$ cat src/qsa_pkg.sv
// ----------------------------------------------------------------------------
// qsa_pkg
// Types and constants shared by the queue statistics accumulator modules.
// ----------------------------------------------------------------------------
package qsa_pkg;

    localparam int TIME_W   = 24;
    localparam int CNT_W    = 16;
    localparam int SUM_W    = 40;
    localparam int SQ_W     = 64;
    localparam int MEAN_W   = 32;
    localparam int VAR_W    = 56;
    localparam int RATIO_W  = 17;
    localparam int DIV_DW   = 72;
    localparam int DIV_VW   = 24;
    localparam int DIV_CW   = 7;
    localparam int PROD_W   = 64;

    localparam logic [RATIO_W-1:0] RATIO_ONE = 17'h10000;

    typedef enum logic [1:0] {
        FUNC_ACCEPT = 2'd0,
        FUNC_REJECT = 2'd1,
        FUNC_REPORT = 2'd2,
        FUNC_NONE   = 2'd3
    } t_func;

    typedef enum logic [2:0] {
        DS_MW  = 3'd0,
        DS_MS  = 3'd1,
        DS_QW  = 3'd2,
        DS_QS  = 3'd3,
        DS_RAT = 3'd4,
        DS_SRV = 3'd5
    } t_div_sel;

    typedef enum logic [1:0] {
        MUL_W  = 2'd0,
        MUL_P  = 2'd1,
        MUL_MW = 2'd2,
        MUL_MS = 2'd3
    } t_mul_sel;

    typedef struct packed {
        logic [1:0]        func;
        logic [2:0]        client;
        logic [2:0]        server;
        logic [TIME_W-1:0] time_enter;
        logic [TIME_W-1:0] time_start;
        logic [TIME_W-1:0] time_finish;
    } t_in_item;

    typedef struct packed {
        logic               is_server;
        logic [2:0]         index;
        logic [CNT_W-1:0]   accepted_count;
        logic [CNT_W-1:0]   rejected_count;
        logic [CNT_W:0]     total_count;
        logic [MEAN_W-1:0]  mean_wait;
        logic [MEAN_W-1:0]  mean_service;
        logic [MEAN_W:0]    mean_residence;
        logic [VAR_W-1:0]   var_wait;
        logic [VAR_W-1:0]   var_service;
        logic [RATIO_W-1:0] ratio;
        logic               last;
    } t_out_item;

    typedef struct packed {
        logic     load_item;
        logic     mul_en;
        t_mul_sel mul_sel;
        logic     wsq_upd;
        logic     rec_upd;
        logic     rej_upd;
        logic     idx_clr;
        logic     idx_inc;
        logic     div_start;
        t_div_sel div_sel;
        logic     var_w;
        logic     var_s;
        logic     out_client;
        logic     out_server;
    } t_dp_cmd;

    typedef struct packed {
        t_func func;
        logic  rec_ok;
        logic  rej_ok;
        logic  div_done;
        logic  out_free;
        logic  idx_last_client;
        logic  idx_last_server;
    } t_dp_stat;

endpackage

$ cat src/qsa_ctrl.sv
// ----------------------------------------------------------------------------
// qsa_ctrl
// Sequencer for record updates and report generation.
// ----------------------------------------------------------------------------
module qsa_ctrl (
    input  logic              i_clk,
    input  logic              i_rst_n,
    input  logic              i_in_valid,
    output logic              o_in_stall,
    input  qsa_pkg::t_dp_stat i_stat,
    output qsa_pkg::t_dp_cmd  o_cmd
);
    import qsa_pkg::*;

    typedef enum logic [14:0] {
        ST_IDLE    = 15'b000000000000001,
        ST_DEC     = 15'b000000000000010,
        ST_REC_W   = 15'b000000000000100,
        ST_REC_P   = 15'b000000000001000,
        ST_REC_UPD = 15'b000000000010000,
        ST_REJ     = 15'b000000000100000,
        ST_C_DIV   = 15'b000000001000000,
        ST_C_WAIT  = 15'b000000010000000,
        ST_C_MUL   = 15'b000000100000000,
        ST_C_VARW  = 15'b000001000000000,
        ST_C_VARS  = 15'b000010000000000,
        ST_C_OUT   = 15'b000100000000000,
        ST_S_DIV   = 15'b001000000000000,
        ST_S_WAIT  = 15'b010000000000000,
        ST_S_OUT   = 15'b100000000000000
    } t_state;

    t_state   r_state, n_state;
    t_div_sel r_step, n_step;
    t_div_sel step_next;

    always_comb begin
        case (r_step)
            DS_MW:   step_next = DS_MS;
            DS_MS:   step_next = DS_QW;
            DS_QW:   step_next = DS_QS;
            DS_QS:   step_next = DS_RAT;
            default: step_next = DS_MW;
        endcase
    end

    assign o_in_stall = r_state != ST_IDLE;

    always_comb begin
        n_state = r_state;
        n_step  = r_step;
        o_cmd   = '0;
        o_cmd.div_sel = r_step;
        case (r_state)
            ST_IDLE: begin
                if (i_in_valid) begin
                    o_cmd.load_item = 1'b1;
                    n_state = ST_DEC;
                end
            end
            ST_DEC: begin
                case (i_stat.func)
                    FUNC_ACCEPT: n_state = i_stat.rec_ok ? ST_REC_W : ST_IDLE;
                    FUNC_REJECT: n_state = i_stat.rej_ok ? ST_REJ : ST_IDLE;
                    FUNC_REPORT: begin
                        o_cmd.idx_clr = 1'b1;
                        n_step  = DS_MW;
                        n_state = ST_C_DIV;
                    end
                    default: n_state = ST_IDLE;
                endcase
            end
            ST_REC_W: begin
                o_cmd.mul_en  = 1'b1;
                o_cmd.mul_sel = MUL_W;
                n_state = ST_REC_P;
            end
            ST_REC_P: begin
                o_cmd.wsq_upd = 1'b1;
                o_cmd.mul_en  = 1'b1;
                o_cmd.mul_sel = MUL_P;
                n_state = ST_REC_UPD;
            end
            ST_REC_UPD: begin
                o_cmd.rec_upd = 1'b1;
                n_state = ST_IDLE;
            end
            ST_REJ: begin
                o_cmd.rej_upd = 1'b1;
                n_state = ST_IDLE;
            end
            ST_C_DIV: begin
                o_cmd.div_start = 1'b1;
                n_state = ST_C_WAIT;
            end
            ST_C_WAIT: begin
                if (i_stat.div_done) begin
                    if (r_step == DS_RAT) begin
                        n_state = ST_C_MUL;
                    end else begin
                        n_step  = step_next;
                        n_state = ST_C_DIV;
                    end
                end
            end
            ST_C_MUL: begin
                o_cmd.mul_en  = 1'b1;
                o_cmd.mul_sel = MUL_MW;
                n_state = ST_C_VARW;
            end
            ST_C_VARW: begin
                o_cmd.var_w   = 1'b1;
                o_cmd.mul_en  = 1'b1;
                o_cmd.mul_sel = MUL_MS;
                n_state = ST_C_VARS;
            end
            ST_C_VARS: begin
                o_cmd.var_s = 1'b1;
                n_state = ST_C_OUT;
            end
            ST_C_OUT: begin
                if (i_stat.out_free) begin
                    o_cmd.out_client = 1'b1;
                    if (i_stat.idx_last_client) begin
                        o_cmd.idx_clr = 1'b1;
                        n_step  = DS_SRV;
                        n_state = ST_S_DIV;
                    end else begin
                        o_cmd.idx_inc = 1'b1;
                        n_step  = DS_MW;
                        n_state = ST_C_DIV;
                    end
                end
            end
            ST_S_DIV: begin
                o_cmd.div_start = 1'b1;
                n_state = ST_S_WAIT;
            end
            ST_S_WAIT: begin
                if (i_stat.div_done) begin
                    n_state = ST_S_OUT;
                end
            end
            ST_S_OUT: begin
                if (i_stat.out_free) begin
                    o_cmd.out_server = 1'b1;
                    if (i_stat.idx_last_server) begin
                        n_state = ST_IDLE;
                    end else begin
                        o_cmd.idx_inc = 1'b1;
                        n_state = ST_S_DIV;
                    end
                end
            end
            default: n_state = ST_IDLE;
        endcase
    end

    always_ff @(posedge i_clk) begin
        if (!i_rst_n) begin
            r_state <= ST_IDLE;
            r_step  <= DS_MW;
        end else begin
            r_state <= n_state;
            r_step  <= n_step;
        end
    end

endmodule

$ cat config.mk
export PLATFORM = sky130hd
export DESIGN_NAME = qsa_ctrl
export DESIGN_NICKNAME = d
export VERILOG_FILES = /design/src/qsa_pkg.sv /design/src/qsa_ctrl.sv
export SDC_FILE = /design/constraint.sdc
export NUM_CORES = 1
export LEC_CHECK = 0
export BUFFER_PORTS_ARGS = -buffer_cell sky130_fd_sc_hd__buf_2
export CAP_MARGIN = 0
export CORE_UTILIZATION = 25
export CTS_CLUSTER_SIZE = 14
export DETAILED_ROUTE_END_ITERATION = 10
export PLACE_DENSITY = 0.52
export SLEW_MARGIN = 20
export SYNTH_ARGS = -nofsm -noshare
export SYNTH_HDL_FRONTEND = slang
export SYNTH_SLANG_ARGS = --single-unit
$ cat constraint.sdc
create_clock -name i_clk -period 4.15 [get_ports i_clk]
set_clock_uncertainty 0.1 [all_clocks]
set_input_delay 0.6225 -clock i_clk [delete_from_list [all_inputs] [get_ports i_clk]]
set_output_delay 0.6225 -clock i_clk [all_outputs]
set_load 0.02 [all_outputs]
==> results of run 1 <==
==> per-stage QoR <==
stage | setup slack [ns] | utilization | instance area, µm² | total power, mW
detailed placement | 1.32 | 0.303 | 1450 | 0.296
CTS | 1.04 | 0.311 | 1490 | 0.420
global placement | 1.33 | 0.303 | 1450 | 0.298
finish | 1.06 | 0.311 | 1490 | 0.414
floorplan | 1.37 | - | 1260 | 0.268
global route | 0.893 | 0.311 | 1490 | 0.438
==> sequential cells by signal, summed over array words and instances (netlist names) <==
register  cells
r_state      15
r_step        3
==> routing by layer <==
layer | track usage | vias to the layer above
met4 | 0.0523 | 0
met1 | 0.190 | 558
met5 | 0 | -
met3 | 0.0290 | 5
li1 | - | 638
met2 | 0.204 | 40
==> area by class of cell <==
cell class	count	area (µm²)	share of cell area
tap	67	83.8	0.0563
multi-input combinational	129	838	0.563
timing repair buffer	29	148	0.0991
sequential	18	360	0.242
inverter	5	18.8	0.0126
clock buffer	3	41.3	0.0277
==> Yosys cell counts (3+ instances only) <==
cell and number:
or3_1 3, a21oi_1 10, xnor2_1 5, nand3b_1 4, a31oi_1 3, nor2b_1 7, nand3_1 6, nor4_1 5
dfxtp_1 18, nand4_1 3, nor2_1 19, clkbuf_1 3, nor3b_1 3, or3b_2 3, inv_1 5, o21ai_0 5
nor3_1 6, nor4b_1 4, nand2_1 13
==> path summary, 6_finish.rpt <==
check / slack (ns) / end / cells past startpoint
hold reg to reg: 0.44 / r_state[3] / 1
setup reg to reg: 1.38 / r_state[9] / 6
hold / removal: 0.44 / r_state[3] / 1
setup / recovery: 1.06 / o_cmd[8] / 5
==> power groups by stage <==
stage | combinational, mW | sequential [mW] | clock (mW)
detailed placement | 0.106 | 0.190 | 0
global route | 0.118 | 0.187 | 0.133
finish | 0.106 | 0.186 | 0.122
floorplan | 0.0778 | 0.191 | 0
global placement | 0.107 | 0.190 | 0
CTS | 0.106 | 0.186 | 0.128
==> kinds of logic after synthesis <==
family	Yosys count
simple gates	91
compound gates	32
flops	18
buf+inv	12
xor+xnor	6
==> worst max-delay path, delay by kind of cell (launching register included) <==
kind            cells  cell delay [ns]
buf+inv             1             0.15
compound gates      1             0.15
flops               1             0.37
simple gates        3             1.45
==> summary.txt, run 1 <==
Power
  • Combinational power share: 0.255
  • Power share of the sequential group: 0.450
  • Clock network fraction of design power: 0.295
  • Psw: 0.130 mW
  • Net Sw Frac: 0.315
  • Pwr Density: 278 nW/µm²
  • VDD IR max: between 100 and 150 µV
  • Int Pwr: 0.284 mW
  • Leakage: 0.605 nW

Global routing
  • Via count of the first global-routing pass: approximately 1200
  • Total GRT Usage: 0.136
  • Total global routing overflow: 0
  • First-pass GRT wire length: roughly 5600 µm
  • Initial antenna violation count: 0
  • Pin count of the biggest net entering global routing: 13

Worst setup path
  • Critical-path cell list: or4_4 -> or3_1 -> nor4_1 -> o21a_1 -> buf_2
  • Largest stage delay on the critical path: 0.58 ns
  • Slowest cell on crit path: or4_4
  • Crit path DAT: approximately 2.4 ns
  • CP Data Required Time: ~3.4 ns
  • CP Class: reg -> out
  • CP endpoint kind: output pin
  • FF-to-FF Start: r_state[8]
  • Kind of start point of the critical path: flip-flop
  • CP Max Fanout: 11
  • Crit path from: r_state[8]

Drt
  • Met3 routed WL: 230 µm
  • Post-Route WL: around 3300 µm
  • Post-route ant nets: 0
  • Met1 Routed Length: 1610 µm
  • Drt first pass iters: 4
  • Vias/cell: 4.94
  • Wire length per cell: around 13 µm
  • Vias: 1241
  • Post-route DRC: 0
  • Met2 wire length: 1420 µm
  • Starting DRT DRC Count: 34
  • DR top layer: met4

Clock tree
  • CTS clock-pin slew for the worst setup and hold paths: 0.07 ns
  • CTS tree: done
  • Setup bufs post-CTS: 0
  • Hold Buf Count CTS: 0
  • Post-CTS sizing: 0
  • Worst skew pair latency: 0.25 ns
  • Root buffer cell: clkbuf_8
  • Clock Tree Buf Depth: 2
  • TritonCTS Buffers: 3
  • H-tree depth reported by CTS: 1
  • CTS sink cnt: 18

Synth
  • Top FF cell, synth: dfxtp_1
  • Fraction of registers with async set/reset: 0
  • Number of enable flip-flop cells after synthesis: 0
  • Main combinational cell family by area after synthesis: simple AND/OR/NAND/NOR gates
  • Post-Syn Instances: 159
  • Synthesized flop and latch total: 18
  • Mapped cell area: 1260 µm²
  • Seq/Total Area, Yosys: 0.287
  • Complex-gate fraction of the synthesized area: 0.191
  • Synth Area in Adders: 0
  • Synthesized area per cell: 7.91 µm²
  • Synth cell types: between 40 and 50
  • Post-synthesis mux area share: 0
  • Syn nets: between 150 and 200
  • Post-Synth XOR/XNOR Area: 0.0418
  • Syn. warnings: 0
  • Top cells by area, synth: dfxtp_1, nor2_1, a21oi_1
  • Post-synthesis simple-gate area fraction: 0.434
  • Cell taking the most area after synthesis: dfxtp_1
  • Yosys top cell area share: 0.287

Floorplan
  • Initial core utilization: 0.263
  • Die area: 5320 µm²
  • Io pins: 29
  • Cell row count: 25
  • Die Ht: approximately 73 µm
  • Die X: ~73 µm
  • Core Region: 4790 µm²

Layout
  • Non-filler cells, final: 251
  • Area Growth Syn to Fin: 18.5%
  • Ant diodes: 0
  • Commonest non-fill, non-tap cell in the layout: buf_2
  • Nets: between 150 and 200
  • Commonest non-fill, non-tap cells in the layout: buf_2, nor2_1, dfxtp_1, nand2_1, a21oi_1
  • Fill count: 511
  • Share of layout cells above drive strength 1: 0.250

Placed design
  • Placed Cells incl. Taps: 248
  • DP HPWL: approximately 2600 µm
  • Count of input and output buffers: 28
  • Routability cong.: ~0.86

Timing
  • Setup TNS: 0 ns
  • Unrepaired setup endpoints after global routing: no
  • Worst slew pin tran: roughly 0.72 ns
  • Max Slew Vio Count: 0
  • Period utilisation layout: 0.745
  • Hold Worst Slack: between 0.4 and 0.5 ns
  • Final setup fails: 0
  • Final hold viol count: 0
  • Fmax: 323 MHz
  • Rel. slew slack: 0.514
  • Fin crit period: 3.09 ns

Hold path
  • Hold Path Class: reg -> reg
  • Hold Startpoint: r_state[3]

Run status
  • Status: completed

Flow run
  • Max Cap Viol: 0
Note: power is estimated with default switching activity, not from simulation.
==> run 2, diff against run 1 <==
- clock period: 4.15 -> 3.12 ns (I/O delays scaled with it)
==> run 2 against run 1 <==
Net effect: routed wire length decreased by 1.1%; combinational power rose by 29%; final cell count grew 2.0%; sequential cell count is the same; worst hold slack worse by 0.12 ns; critical path depth did not move; clock power rose by 31%; global-route usage decreased by 0.42 points; largest power group unchanged.
==> summary.txt, run 2 (synthesis gave the netlist of run 1 again) <==
Power
  • Power share of the sequential group: 0.454
  • Pwr Density: 357 nW/µm²
  • Psw: roughly 0.17 mW
  • Leakage: roughly 0.63 nW
  • VDD IR max: ~130 µV
  • Int Pwr: approximately 0.38 mW
  • Net Sw Frac: 0.308
  • Clock network fraction of design power: 0.294
  • Combinational power share: 0.252
  • Tot Pwr: 0.545 mW

Worst setup path
  • CP Class: reg -> out
  • R2r setup slk: 0.44 ns
  • CP Max Fanout: 11
  • RR Endpoint: r_state[9]
  • Critical Path End: o_cmd[8]
  • FF-to-FF Start: r_state[8]
  • Crit path from: r_state[8]
  • Kind of start point of the critical path: flip-flop
  • CP Data Required Time: ~2.6 ns
  • Crit path DAT: 2.32 ns
  • R2R depth: 6
  • CP endpoint kind: output pin

Layout
  • Area Growth Syn to Fin: 21.5%
  • Ant diodes: 0
  • Largest registers: r_state (15), r_step (3)
  • Largest register FFs: 15
  • Commonest non-fill, non-tap cell in the layout: buf_2
  • Final core occ: 0.319
  • Commonest non-fill, non-tap cells in the layout: buf_2, nor2_1, dfxtp_1, nand2_1, a21oi_1
  • Share of layout cells above drive strength 1: 0.270
  • Fill count: 529
  • Nets: 202
  • Biggest register: r_state

Clock tree
  • Hold Buf Count CTS: 0
  • CTS tree: done
  • Clock Tree Buf Depth: 2
  • Post-CTS sizing: 0
  • Root buffer cell: clkbuf_8
  • CTS clock-pin slew for the worst setup and hold paths: around 0.07 ns
  • Setup bufs post-CTS: 0
  • H-tree depth reported by CTS: 1
  • TritonCTS Buffers: 3
  • CTS sink cnt: 18
  • Worst skew pair latency: about 0.25 ns

Timing
  • Setup TNS: 0 ns
  • Final setup fails: 0
  • Worst slew pin tran: 0.413 ns
  • Period utilisation layout: 0.925
  • Max Slew Vio Count: 0
  • Final setup margin: 0.236 ns
  • Unrepaired setup endpoints after global routing: no
  • Rel. slew slack: 0.723
  • Final hold viol count: 0
  • Fin crit period: 2.88 ns
  • Fmax: approximately 350 MHz

Floorplan
  • Die X: 72.9 µm
  • Cell row count: 25
  • Initial core utilization: 0.263
  • Die area: approximately 5300 µm²
  • Core Region: about 4800 µm²
  • Io pins: 29
  • Die Ht: 72.9 µm

Drt
  • Vias: roughly 1300
  • Drt first pass iters: 4
  • Vias/cell: 4.93
  • Starting DRT DRC Count: 27
  • Wire length per cell: 12.7 µm
  • Post-route DRC: 0
  • Post-Route WL: 3260 µm
  • Post-route ant nets: 0

Placed design
  • Count of input and output buffers: 28
  • Routability cong.: 0.839
  • DP HPWL: 2640 µm
  • Placement Setup Slack: 0.430 ns

Global routing
  • Via count of the first global-routing pass: 1207
  • Total GRT Usage: 0.132
  • Total global routing overflow: 0
  • Pin count of the biggest net entering global routing: 12
  • First-pass GRT wire length: 5460 µm
  • Initial antenna violation count: 0

Run status
  • Status: completed

Flow run
  • Max Cap Viol: 0

Hold path
  • Hold Path Class: in -> reg
-- run 2: per-stage QoR --
stage / hold WS, ns / cell area (µm²) / std cells
2_1_floorplan: 0.389 / 1260 / 159
3_3_place_gp: 0.424 / 1490 / 253
3_5_place_dp: 0.437 / 1490 / 253
4_1_cts: 0.310 / 1530 / 256
5_1_grt: 0.334 / 1530 / 256
6_report: 0.317 / 1530 / 256
-- run 2: final cells by class --
class                           instances  area [µm²]  share of cell area
Timing Repair Buffer                   34         185               0.121
Tap cell                               67        83.8              0.0549
Sequential cell                        18         360               0.236
Inverter                                5        18.8              0.0123
Multi-Input combinational cell        129         838               0.549
Clock buffer                            3        41.3              0.0270
-- run 2: power groups by stage --
| stage | Clock [mW] | Sequential [mW] | Combinational [mW] |
|---|---|---|---|
| 2_1_floorplan | 0 | 0.253 | 0.103 |
| 3_3_place_gp | 0 | 0.253 | 0.139 |
| 3_5_place_dp | 0 | 0.252 | 0.138 |
| 4_1_cts | 0.167 | 0.247 | 0.138 |
| 5_1_grt | 0.176 | 0.249 | 0.151 |
| 6_report | 0.160 | 0.247 | 0.137 |
-- run 2: routing by layer --
| metal | routed length [µm] | vias to the layer above | global-route usage |
|---|---|---|---|
| met2 | 1500 | 34 | 0.218 |
| li1 | - | 643 | - |
| met3 | 146 | 4 | 0.0193 |
| met5 | 0 | - | 0 |
| met1 | 1580 | 581 | 0.174 |
| met4 | 34 | 0 | 0.0458 |
-- run 2: critical path, stage by stage, from the launching register on --
cell	delay (ns)
dfxtp_1	0.35
or4_4	0.56
or3_1	0.49
nor4_1	0.36
o21a_1	0.15
buf_2	0.15
-- run 2: worst min-delay path by stage --
stage                          start          to  slack (ns)  cells past startpoint
after floorplan           r_state[3]  r_state[3]        0.39                      1
after detailed placement  r_state[3]  r_state[3]        0.44                      1
final                      i_stat[6]  r_state[2]        0.32                      2
after global placement    r_state[9]  r_state[9]        0.42                      1
after CTS                  i_stat[6]  r_state[2]        0.31                      2
after global routing       i_stat[6]  r_state[2]        0.33                      2
